[src/rtl/core/carg_pkg.sv]
package carg_pkg;

    localparam int COUNTER_BITS = 16;
    localparam int CMP_BITS     = (COUNTER_BITS > 16) ? COUNTER_BITS : 16;
    localparam int QUEUE_DEPTH  = 4;
    localparam int QUEUE_AW     = $clog2(QUEUE_DEPTH);
    localparam int MAX_EVENTS   = 3;

    localparam logic [1:0] FUNC_TICK = 2'd0;
    localparam logic [1:0] FUNC_CMD  = 2'd1;
    localparam logic [1:0] FUNC_RX   = 2'd2;

    localparam logic [7:0] MARK_FIRST  = 8'hFC;
    localparam logic [7:0] MARK_SECOND = 8'hBB;

    localparam logic [2:0] CFG_OWN_ID       = 3'd0;
    localparam logic [2:0] CFG_PARTNER_ID   = 3'd1;
    localparam logic [2:0] CFG_ACK_TIMEOUT  = 3'd2;
    localparam logic [2:0] CFG_MAX_RETRIES  = 3'd3;
    localparam logic [2:0] CFG_HB_TIMEOUT   = 3'd4;
    localparam logic [2:0] CFG_UPDATE_CODE  = 3'd5;
    localparam logic [2:0] CFG_RESTART_CODE = 3'd6;

    typedef enum logic [3:0] {
        EV_SENT_WAITING = 4'd0,
        EV_UPDATE_SENT  = 4'd1,
        EV_RESTART_SENT = 4'd2,
        EV_BUSY         = 4'd3,
        EV_RESEND       = 4'd4,
        EV_FAILED       = 4'd5,
        EV_OFFLINE      = 4'd6,
        EV_UPDATE_DONE  = 4'd7,
        EV_ONLINE       = 4'd8,
        EV_SUCCESS      = 4'd9
    } event_t;

    typedef struct packed {
        logic [1:0]  func;
        logic [7:0]  cmd_device;
        logic [7:0]  cmd_action;
        logic [10:0] rx_frame_id;
        logic [7:0]  rx_first_byte;
        logic [7:0]  rx_second_byte;
    } in_t;

    typedef struct packed {
        logic [3:0]  event_res;
        logic        frame_valid;
        logic [10:0] frame_id;
        logic [7:0]  frame_first_byte;
        logic [7:0]  frame_second_byte;
        logic        last;
    } out_t;

    // events of one item; only the first one can carry a frame
    typedef struct packed {
        logic [1:0]             n;
        event_t [MAX_EVENTS-1:0] ev;
        logic [10:0]            frame_id;
        logic [7:0]             first_byte;
        logic [7:0]             second_byte;
    } bundle_t;

    function automatic logic is_tx_event(input event_t e);
        return (e == EV_SENT_WAITING) || (e == EV_UPDATE_SENT) ||
               (e == EV_RESTART_SENT) || (e == EV_RESEND);
    endfunction

endpackage

[src/rtl/core/carg_front.sv]
module carg_front
    import carg_pkg::*;
(
    input  logic        clk,
    input  logic        rst_n,
    input  logic        item_valid,
    output logic        item_stall,
    input  in_t         item,
    input  logic        cfg_valid,
    output logic        cfg_ready,
    input  logic [2:0]  cfg_index,
    input  logic [15:0] cfg_data,
    input  logic        q_full,
    output logic        push,
    output bundle_t     push_data
);

    localparam logic [COUNTER_BITS-1:0] CNT_MAX = '1;

    logic [10:0] own_id_reg;
    logic [10:0] partner_id_reg;
    logic [15:0] ack_timeout_reg;
    logic [2:0]  max_retries_reg;
    logic [15:0] hb_timeout_reg;
    logic [7:0]  update_code_reg;
    logic [7:0]  restart_code_reg;

    logic                    awaiting_reg, awaiting_next;
    logic [2:0]              resend_cnt_reg, resend_cnt_next;
    logic [7:0]              held_dev_reg, held_dev_next;
    logic [7:0]              held_act_reg, held_act_next;
    logic [COUNTER_BITS-1:0] since_send_reg, since_send_next;
    logic [COUNTER_BITS-1:0] since_heard_reg, since_heard_next;
    logic                    up_reg, up_next;

    logic    accept;
    logic [1:0] cnt;
    bundle_t b;

    function automatic logic [COUNTER_BITS-1:0] bump(input logic [COUNTER_BITS-1:0] c);
        return (c == CNT_MAX) ? c : c + 1'b1;
    endfunction

    assign accept     = item_valid && !q_full;
    assign item_stall = q_full;
    assign cfg_ready  = 1'b1;

    always_comb
    begin
        awaiting_next    = awaiting_reg;
        resend_cnt_next  = resend_cnt_reg;
        held_dev_next    = held_dev_reg;
        held_act_next    = held_act_reg;
        since_send_next  = since_send_reg;
        since_heard_next = since_heard_reg;
        up_next          = up_reg;
        b   = '0;
        cnt = 2'd0;
        case (item.func)
            FUNC_TICK:
            begin
                since_send_next  = bump(since_send_reg);
                since_heard_next = bump(since_heard_reg);
                if (awaiting_reg &&
                    CMP_BITS'(since_send_next) > CMP_BITS'(ack_timeout_reg))
                begin
                    if (resend_cnt_reg < max_retries_reg)
                    begin
                        b.ev[0]         = EV_RESEND;
                        b.frame_id      = own_id_reg;
                        b.first_byte    = held_dev_reg;
                        b.second_byte   = held_act_reg;
                        resend_cnt_next = resend_cnt_reg + 3'd1;
                        since_send_next = '0;
                    end
                    else
                    begin
                        b.ev[0]       = EV_FAILED;
                        awaiting_next = 1'b0;
                    end
                    cnt = 2'd1;
                end
                if (up_reg && CMP_BITS'(since_heard_next) > CMP_BITS'(hb_timeout_reg))
                begin
                    up_next  = 1'b0;
                    b.ev[cnt] = EV_OFFLINE;
                    cnt      = cnt + 2'd1;
                end
            end
            FUNC_CMD:
            begin
                cnt = 2'd1;
                if (awaiting_reg)
                begin
                    b.ev[0] = EV_BUSY;
                end
                else
                begin
                    b.frame_id    = own_id_reg;
                    b.first_byte  = item.cmd_device;
                    b.second_byte = item.cmd_action;
                    if (item.cmd_device == update_code_reg)
                    begin
                        b.ev[0] = EV_UPDATE_SENT;
                    end
                    else if (item.cmd_device == restart_code_reg)
                    begin
                        b.ev[0] = EV_RESTART_SENT;
                    end
                    else
                    begin
                        b.ev[0]         = EV_SENT_WAITING;
                        held_dev_next   = item.cmd_device;
                        held_act_next   = item.cmd_action;
                        awaiting_next   = 1'b1;
                        resend_cnt_next = 3'd0;
                        since_send_next = '0;
                    end
                end
            end
            FUNC_RX:
            begin
                if (item.rx_frame_id == partner_id_reg)
                begin
                    since_heard_next = '0;
                    if (item.rx_first_byte == MARK_FIRST && item.rx_second_byte == MARK_SECOND)
                    begin
                        b.ev[cnt] = EV_UPDATE_DONE;
                        cnt       = cnt + 2'd1;
                    end
                    if (!up_reg)
                    begin
                        up_next   = 1'b1;
                        b.ev[cnt] = EV_ONLINE;
                        cnt       = cnt + 2'd1;
                    end
                    if (awaiting_reg && item.rx_first_byte == held_dev_reg)
                    begin
                        awaiting_next   = 1'b0;
                        resend_cnt_next = 3'd0;
                        b.ev[cnt]       = EV_SUCCESS;
                        cnt             = cnt + 2'd1;
                    end
                end
            end
            default:
            begin
            end
        endcase
        b.n = cnt;
    end

    assign push      = accept && (cnt != 2'd0);
    assign push_data = b;

    always_ff @(posedge clk or negedge rst_n)
    begin
        if (!rst_n)
        begin
            own_id_reg       <= 11'h110;
            partner_id_reg   <= 11'h220;
            ack_timeout_reg  <= 16'd200;
            max_retries_reg  <= 3'd3;
            hb_timeout_reg   <= 16'd15000;
            update_code_reg  <= 8'h11;
            restart_code_reg <= 8'h33;
        end
        else if (cfg_valid && cfg_ready)
        begin
            case (cfg_index)
                CFG_OWN_ID:       own_id_reg       <= cfg_data[10:0];
                CFG_PARTNER_ID:   partner_id_reg   <= cfg_data[10:0];
                CFG_ACK_TIMEOUT:  ack_timeout_reg  <= cfg_data;
                CFG_MAX_RETRIES:  max_retries_reg  <= cfg_data[2:0];
                CFG_HB_TIMEOUT:   hb_timeout_reg   <= cfg_data;
                CFG_UPDATE_CODE:  update_code_reg  <= cfg_data[7:0];
                CFG_RESTART_CODE: restart_code_reg <= cfg_data[7:0];
                default:
                begin
                end
            endcase
        end
    end

    always_ff @(posedge clk or negedge rst_n)
    begin
        if (!rst_n)
        begin
            awaiting_reg    <= 1'b0;
            resend_cnt_reg  <= 3'd0;
            held_dev_reg    <= 8'd0;
            held_act_reg    <= 8'd0;
            since_send_reg  <= '0;
            since_heard_reg <= '0;
            up_reg          <= 1'b1;
        end
        else if (accept)
        begin
            awaiting_reg    <= awaiting_next;
            resend_cnt_reg  <= resend_cnt_next;
            held_dev_reg    <= held_dev_next;
            held_act_reg    <= held_act_next;
            since_send_reg  <= since_send_next;
            since_heard_reg <= since_heard_next;
            up_reg          <= up_next;
        end
    end

endmodule

[src/rtl/core/carg_queue.sv]
module carg_queue
    import carg_pkg::*;
(
    input  logic    clk,
    input  logic    rst_n,
    input  logic    push,
    input  bundle_t push_data,
    output logic    full,
    input  logic    pop,
    output bundle_t head,
    output logic    empty
);

    bundle_t              mem_reg [QUEUE_DEPTH];
    logic [QUEUE_AW-1:0]  wr_ptr_reg, rd_ptr_reg;
    logic [QUEUE_AW:0]    count_reg;

    assign full  = (count_reg == (QUEUE_AW+1)'(QUEUE_DEPTH));
    assign empty = (count_reg == '0);
    assign head  = mem_reg[rd_ptr_reg];

    always_ff @(posedge clk)
    begin
        if (push)
        begin
            mem_reg[wr_ptr_reg] <= push_data;
        end
    end

    always_ff @(posedge clk or negedge rst_n)
    begin
        if (!rst_n)
        begin
            wr_ptr_reg <= '0;
            rd_ptr_reg <= '0;
            count_reg  <= '0;
        end
        else
        begin
            if (push)
            begin
                wr_ptr_reg <= wr_ptr_reg + 1'b1;
            end
            if (pop)
            begin
                rd_ptr_reg <= rd_ptr_reg + 1'b1;
            end
            if (push && !pop)
            begin
                count_reg <= count_reg + 1'b1;
            end
            else if (pop && !push)
            begin
                count_reg <= count_reg - 1'b1;
            end
        end
    end

endmodule

[src/rtl/core/carg_back.sv]
module carg_back
    import carg_pkg::*;
(
    input  logic    clk,
    input  logic    rst_n,
    input  bundle_t head,
    input  logic    empty,
    output logic    pop,
    output logic    res_valid,
    input  logic    res_stall,
    output out_t    res
);

    logic [1:0] idx_reg;
    logic       res_valid_reg;
    out_t       res_reg, res_next;
    logic       load, is_last, tx;
    event_t     cur;

    assign load    = !empty && (!res_valid_reg || !res_stall);
    assign cur     = head.ev[idx_reg];
    assign tx      = is_tx_event(cur);
    assign is_last = (idx_reg == 2'(head.n - 2'd1));
    assign pop     = load && is_last;

    always_comb
    begin
        res_next.event_res         = cur;
        res_next.frame_valid       = tx;
        res_next.frame_id          = tx ? head.frame_id : 11'd0;
        res_next.frame_first_byte  = tx ? head.first_byte : 8'd0;
        res_next.frame_second_byte = tx ? head.second_byte : 8'd0;
        res_next.last              = is_last;
    end

    always_ff @(posedge clk)
    begin
        if (load)
        begin
            res_reg <= res_next;
        end
    end

    always_ff @(posedge clk or negedge rst_n)
    begin
        if (!rst_n)
        begin
            idx_reg       <= 2'd0;
            res_valid_reg <= 1'b0;
        end
        else
        begin
            if (load)
            begin
                res_valid_reg <= 1'b1;
                idx_reg       <= is_last ? 2'd0 : idx_reg + 2'd1;
            end
            else if (!res_stall)
            begin
                res_valid_reg <= 1'b0;
            end
        end
    end

    assign res_valid = res_valid_reg;
    assign res       = res_reg;

endmodule

[src/rtl/core/command_ack_retry_controller.sv]
// Stop-and-wait command sender with partner heartbeat. Each input word is a
// tick, a new command or a received frame; the front end updates all state
// in the cycle it takes the word and queues that word's events (zero to
// three) in a four-entry queue. The back end hands out one result word per
// cycle through an output register while res_stall is low, so a new input
// word is taken every cycle while the queue has room and a word's results
// follow one per cycle behind it unless the output stalls; sustained rate
// is set by the back end at one result per cycle. Configuration writes
// are always taken (cfg_ready is high) and act from the next cycle.
module command_ack_retry_controller
    import carg_pkg::*;
(
    input  logic        clk,
    input  logic        rst_n,
    input  logic        item_valid,
    output logic        item_stall,
    input  in_t         item,
    output logic        res_valid,
    input  logic        res_stall,
    output out_t        res,
    input  logic        cfg_valid,
    output logic        cfg_ready,
    input  logic [2:0]  cfg_index,
    input  logic [15:0] cfg_data
);

    logic    push, pop, q_full, q_empty;
    bundle_t push_data, head;

    carg_front u_front (
        .clk        (clk),
        .rst_n      (rst_n),
        .item_valid (item_valid),
        .item_stall (item_stall),
        .item       (item),
        .cfg_valid  (cfg_valid),
        .cfg_ready  (cfg_ready),
        .cfg_index  (cfg_index),
        .cfg_data   (cfg_data),
        .q_full     (q_full),
        .push       (push),
        .push_data  (push_data)
    );

    carg_queue u_queue (
        .clk       (clk),
        .rst_n     (rst_n),
        .push      (push),
        .push_data (push_data),
        .full      (q_full),
        .pop       (pop),
        .head      (head),
        .empty     (q_empty)
    );

    carg_back u_back (
        .clk       (clk),
        .rst_n     (rst_n),
        .head      (head),
        .empty     (q_empty),
        .pop       (pop),
        .res_valid (res_valid),
        .res_stall (res_stall),
        .res       (res)
    );

endmodule

[config.mk]
export PLATFORM = sky130hd
export DESIGN_NAME = command_ack_retry_controller
export DESIGN_NICKNAME = d
export VERILOG_FILES = /design/src/rtl/core/carg_pkg.sv /design/src/rtl/core/carg_front.sv /design/src/rtl/core/carg_queue.sv /design/src/rtl/core/carg_back.sv /design/src/rtl/core/command_ack_retry_controller.sv
export SDC_FILE = /design/constraint.sdc
export NUM_CORES = 1
export LEC_CHECK = 0
export BUFFER_PORTS_ARGS = -buffer_cell sky130_fd_sc_hd__buf_2
export CAP_MARGIN = 0
export CELL_PAD_IN_SITES_DETAIL_PLACEMENT = 0
export CELL_PAD_IN_SITES_GLOBAL_PLACEMENT = 1
export CORE_MARGIN = 3
export CORE_UTILIZATION = 35
export DETAILED_ROUTE_END_ITERATION = 7
export HOLD_SLACK_MARGIN = 0.15
export PLACE_DENSITY_LB_ADDON = 0.15
export REMOVE_ABC_BUFFERS = 1
export SYNTH_ARGS = -nofsm -noshare
export SYNTH_HDL_FRONTEND = slang
export SYNTH_HIERARCHICAL = 1
export SYNTH_SLANG_ARGS = --single-unit
[constraint.sdc]
create_clock -name clk -period 8 [get_ports clk]
set_clock_uncertainty 0.15 [all_clocks]
set_input_delay 0.4 -clock clk [delete_from_list [all_inputs] [get_ports clk]]
set_output_delay 0.4 -clock clk [all_outputs]
set_load 0.005 [all_outputs]
==> results.json <==
{
  "dpl-instance-area_um2": 16650,
  "hpwl_um": 26030,
  "hold_viol_final": 0,
  "ff2ff_setup_slack_ns": 1.65,
  "remaining_drc_errors": 0,
  "ys_ff_latch": 333,
  "timing.setup.tns_ns": 0,
  "drt-pass1-iter-count": 5,
  "setup_viol": 0,
  "synth_edf_count": 197,
  "synth.top_cell.area_share_pct": 37.92,
  "initial_core_util_pct": 35.82,
  "synth_area_leaders": "edfxtp_1 (38%), dfrtp_1 (18%), mux4_2 (5.5%)",
  "r2r_end": "u_queue/mem_reg[0][16]",
  "post-route-worst-setup-slack_ns": 1.650,
  "slew_viol_final": 0,
  "dp_worst_setup_slack_ns": 1.625,
  "final_common_cell": "edfxtp_1",
  "wire_per_inst_um": 19.59,
  "vdd_drop_max_mv": 0.1535,
  "yosysUniqueCellTypes": 71,
  "antenna_left": 0,
  "antenna_found_initial": 0,
  "die_y_um": 217.1,
  "clock-sinks": 333,
  "worstHoldPathType": "input port to flip-flop",
  "hold_depth": 3,
  "slowest_stage": "and2_2",
  "gp_congestion": 0.7497,
  "synthArstFlopShare_pct": 40.84,
  "cts_max_level": 2,
  "vias_per_cell": 4.953,
  "wl_um": 37520,
  "cp_num_buf_inv": 1,
  "final_cell_mix": "edfxtp_1 (197), dfrtp_1 (112), nand2_1 (107), buf_2 (102), o21ai_0 (62)",
  "hold_end": "u_front/max_retries_reg[2]",
  "worst_pin_slew_ns": 0.9063,
  "cts_root_buffer": "clkbuf_16",
  "crit_arrival_ns": 6.46,
  "dieArea_um2": 47140,
  "clock_path_buffers": 3,
  "syn_inst": 1160,
  "ys_seq_area_share_pct": 59.92,
  "cts_buffers": 39,
  "grt_pass1_wl_um": 58040,
  "synth_area_leader_cell": "edfxtp_1",
  "synth_ff_type": "edfxtp_1",
  "crit-reg2reg-launch": "u_front/since_heard_reg[3]",
  "fill_cells": 4152,
  "p_total_mw": 5.538,
  "maxCapViolCount": 0,
  "clkSlewWorstSetupHoldPaths_ns": 0.06,
  "power_density_nw_per_um2": 303.7,
  "cpPeakStageDelay_ns": 0.90,
  "dp.cells": 1812,
  "vias": 9485,
  "fmax_mhz": 157.5,
  "overflow": 0,
  "insertion_delay_ns": 0.57,
  "core_area_um2": 43550,
  "syn-cell-area_um2": 15600,
  "drtIter0Drc": 485,
  "final.min_clock_period_ns": 6.350,
  "grt_max_degree": 81,
  "relSlewSlack_pct": 39.17,
  "fin_crit_sh_pct": 79.37,
  "critPathKind": "flip-flop to flip-flop",
  "reg2regPathDepth": 17,
  "antenna_cells": 0,
  "grt_pass1_vias": 9795,
  "layout.nets": 1426,
  "rows": 76,
  "largest_register_ffs": 164,
  "run_status": "finished, final reports clean",
  "p_leak_nw": 7.170,
  "die_w_um": 217.1,
  "critPathLaunchType": "flip-flop",
  "cts_setup_buffers": 0,
  "io_pins": 105,
  "avgSynthCellArea_um2": 13.45,
  "grtUsageTotal_pct": 16.14,
  "worstPathRequired_ns": 8.11,
  "ys_warn_count": 6,
  "ctsResizeCount": 0,
  "ctsHoldBuffers": 33,
  "crit_family": "simple AND/OR/NAND/NOR gates",
  "port_buffers": 103,
  "area_delta_synth_final_pct": 16.88,
  "cp_max_fo": 32,
  "final_cells": 1915,
  "rsz0062_at_grt": "false",
  "fin_area_um2": 18230,
  "cp-end-kind": "flip-flop",
  "cp_cell_sequence": "nand4_1 > or4_1 > nor2_2 > nand3_1 > nor3_1 > a21oi_1 > ha_1 > nand4_1 > nor4_1 > a21bo_2 > o211ai_1 > nand3_1 > ha_1 > a21oi_1 > a311oi_1 > and2_2 > buf_4",
  "drive_gt1_share_pct": 24.44,
  "min_from": "cfg_valid",
  "cts_tree": "done"
}
worst min-delay path, delay by kind of cell:
kind	cells	cell delay (ns)
mux	1	0.17
simple gates	1	0.16
buf+inv	1	0.13
cells in the mapped netlist (18+ instances only):
library cell  count
edfxtp_1        197
dfrtp_1         113
nand2_1         107
o21ai_0          62
mux2_2           61
inv_1            58
ha_1             55
nor2_1           49
xnor2_1          46
mux4_2           38
a21oi_1          35
nand3_1          28
a22o_1           25
dfstp_2          23
clkbuf_1         21
xor2_1           18
cell families (layout without fill, tap and decap cells):
logic type / after synthesis / after routing / share of synthesized area [%]
mux: 110 / 110 / 10.94
xor+xnor: 64 / 64 / 3.593
compound gates: 178 / 178 / 7.459
flops: 333 / 333 / 59.92
buf+inv: 110 / 279 / 3.609
simple gates: 306 / 306 / 9.801
other cells: 2 / 3 / 0.04814
fa+ha+maj: 57 / 57 / 4.628
worst max path at each step:
| stage | startpoint | to | slack, ns | depth (start not counted) |
|---|---|---|---|---|
| floorplan | u_front/since_heard_reg[3] | u_queue/mem_reg[0][0] | 2.37 | 15 |
| global placement | u_front/since_heard_reg[3] | u_queue/mem_reg[0][37] | 1.63 | 17 |
| detailed placement | u_front/since_heard_reg[3] | u_queue/mem_reg[0][16] | 1.63 | 16 |
| CTS | u_front/since_heard_reg[3] | u_queue/mem_reg[0][16] | 1.58 | 16 |
| global route | u_front/since_heard_reg[3] | u_queue/mem_reg[0][16] | 1.14 | 17 |
| finish | u_front/since_heard_reg[3] | u_queue/mem_reg[0][16] | 1.65 | 17 |
metrics by stage:
step,utilization (%),hold WS (ns)
finish,41.86,0.1936
global route,41.86,0.1795
CTS,41.86,0.1570
detailed placement,38.24,0.3279
global placement,38.24,0.3234
floorplan,-,-0.04559
where the power goes:
group          leakage (nW)  switching, mW  internal (mW)
Combinational          3.06          0.788          0.641
Sequential             3.50          0.188           2.19
Clock                 0.605          0.709           1.02
Total                  7.17           1.68           3.85
final cells by class:
class / instances / area (um2) / area share [%]
clock buffers: 48 / 1030 / 5.648
clock inverters: 22 / 220.2 / 1.208
well taps: 585 / 732.0 / 4.015
multi-input cells: 718 / 5719 / 31.37
inverters: 58 / 217.7 / 1.194
flip-flops and latches: 333 / 9349 / 51.28
repair buffers: 151 / 964.7 / 5.291
routing by layer:
metal  part of all wire [%]  global-route usage [%]
met5                      0                       0
met4                    2.7                   5.653
met3                    3.1                   2.388
met2                     49                   27.24
met1                     45                   21.35
Note: power is estimated with default switching activity, not from simulation.
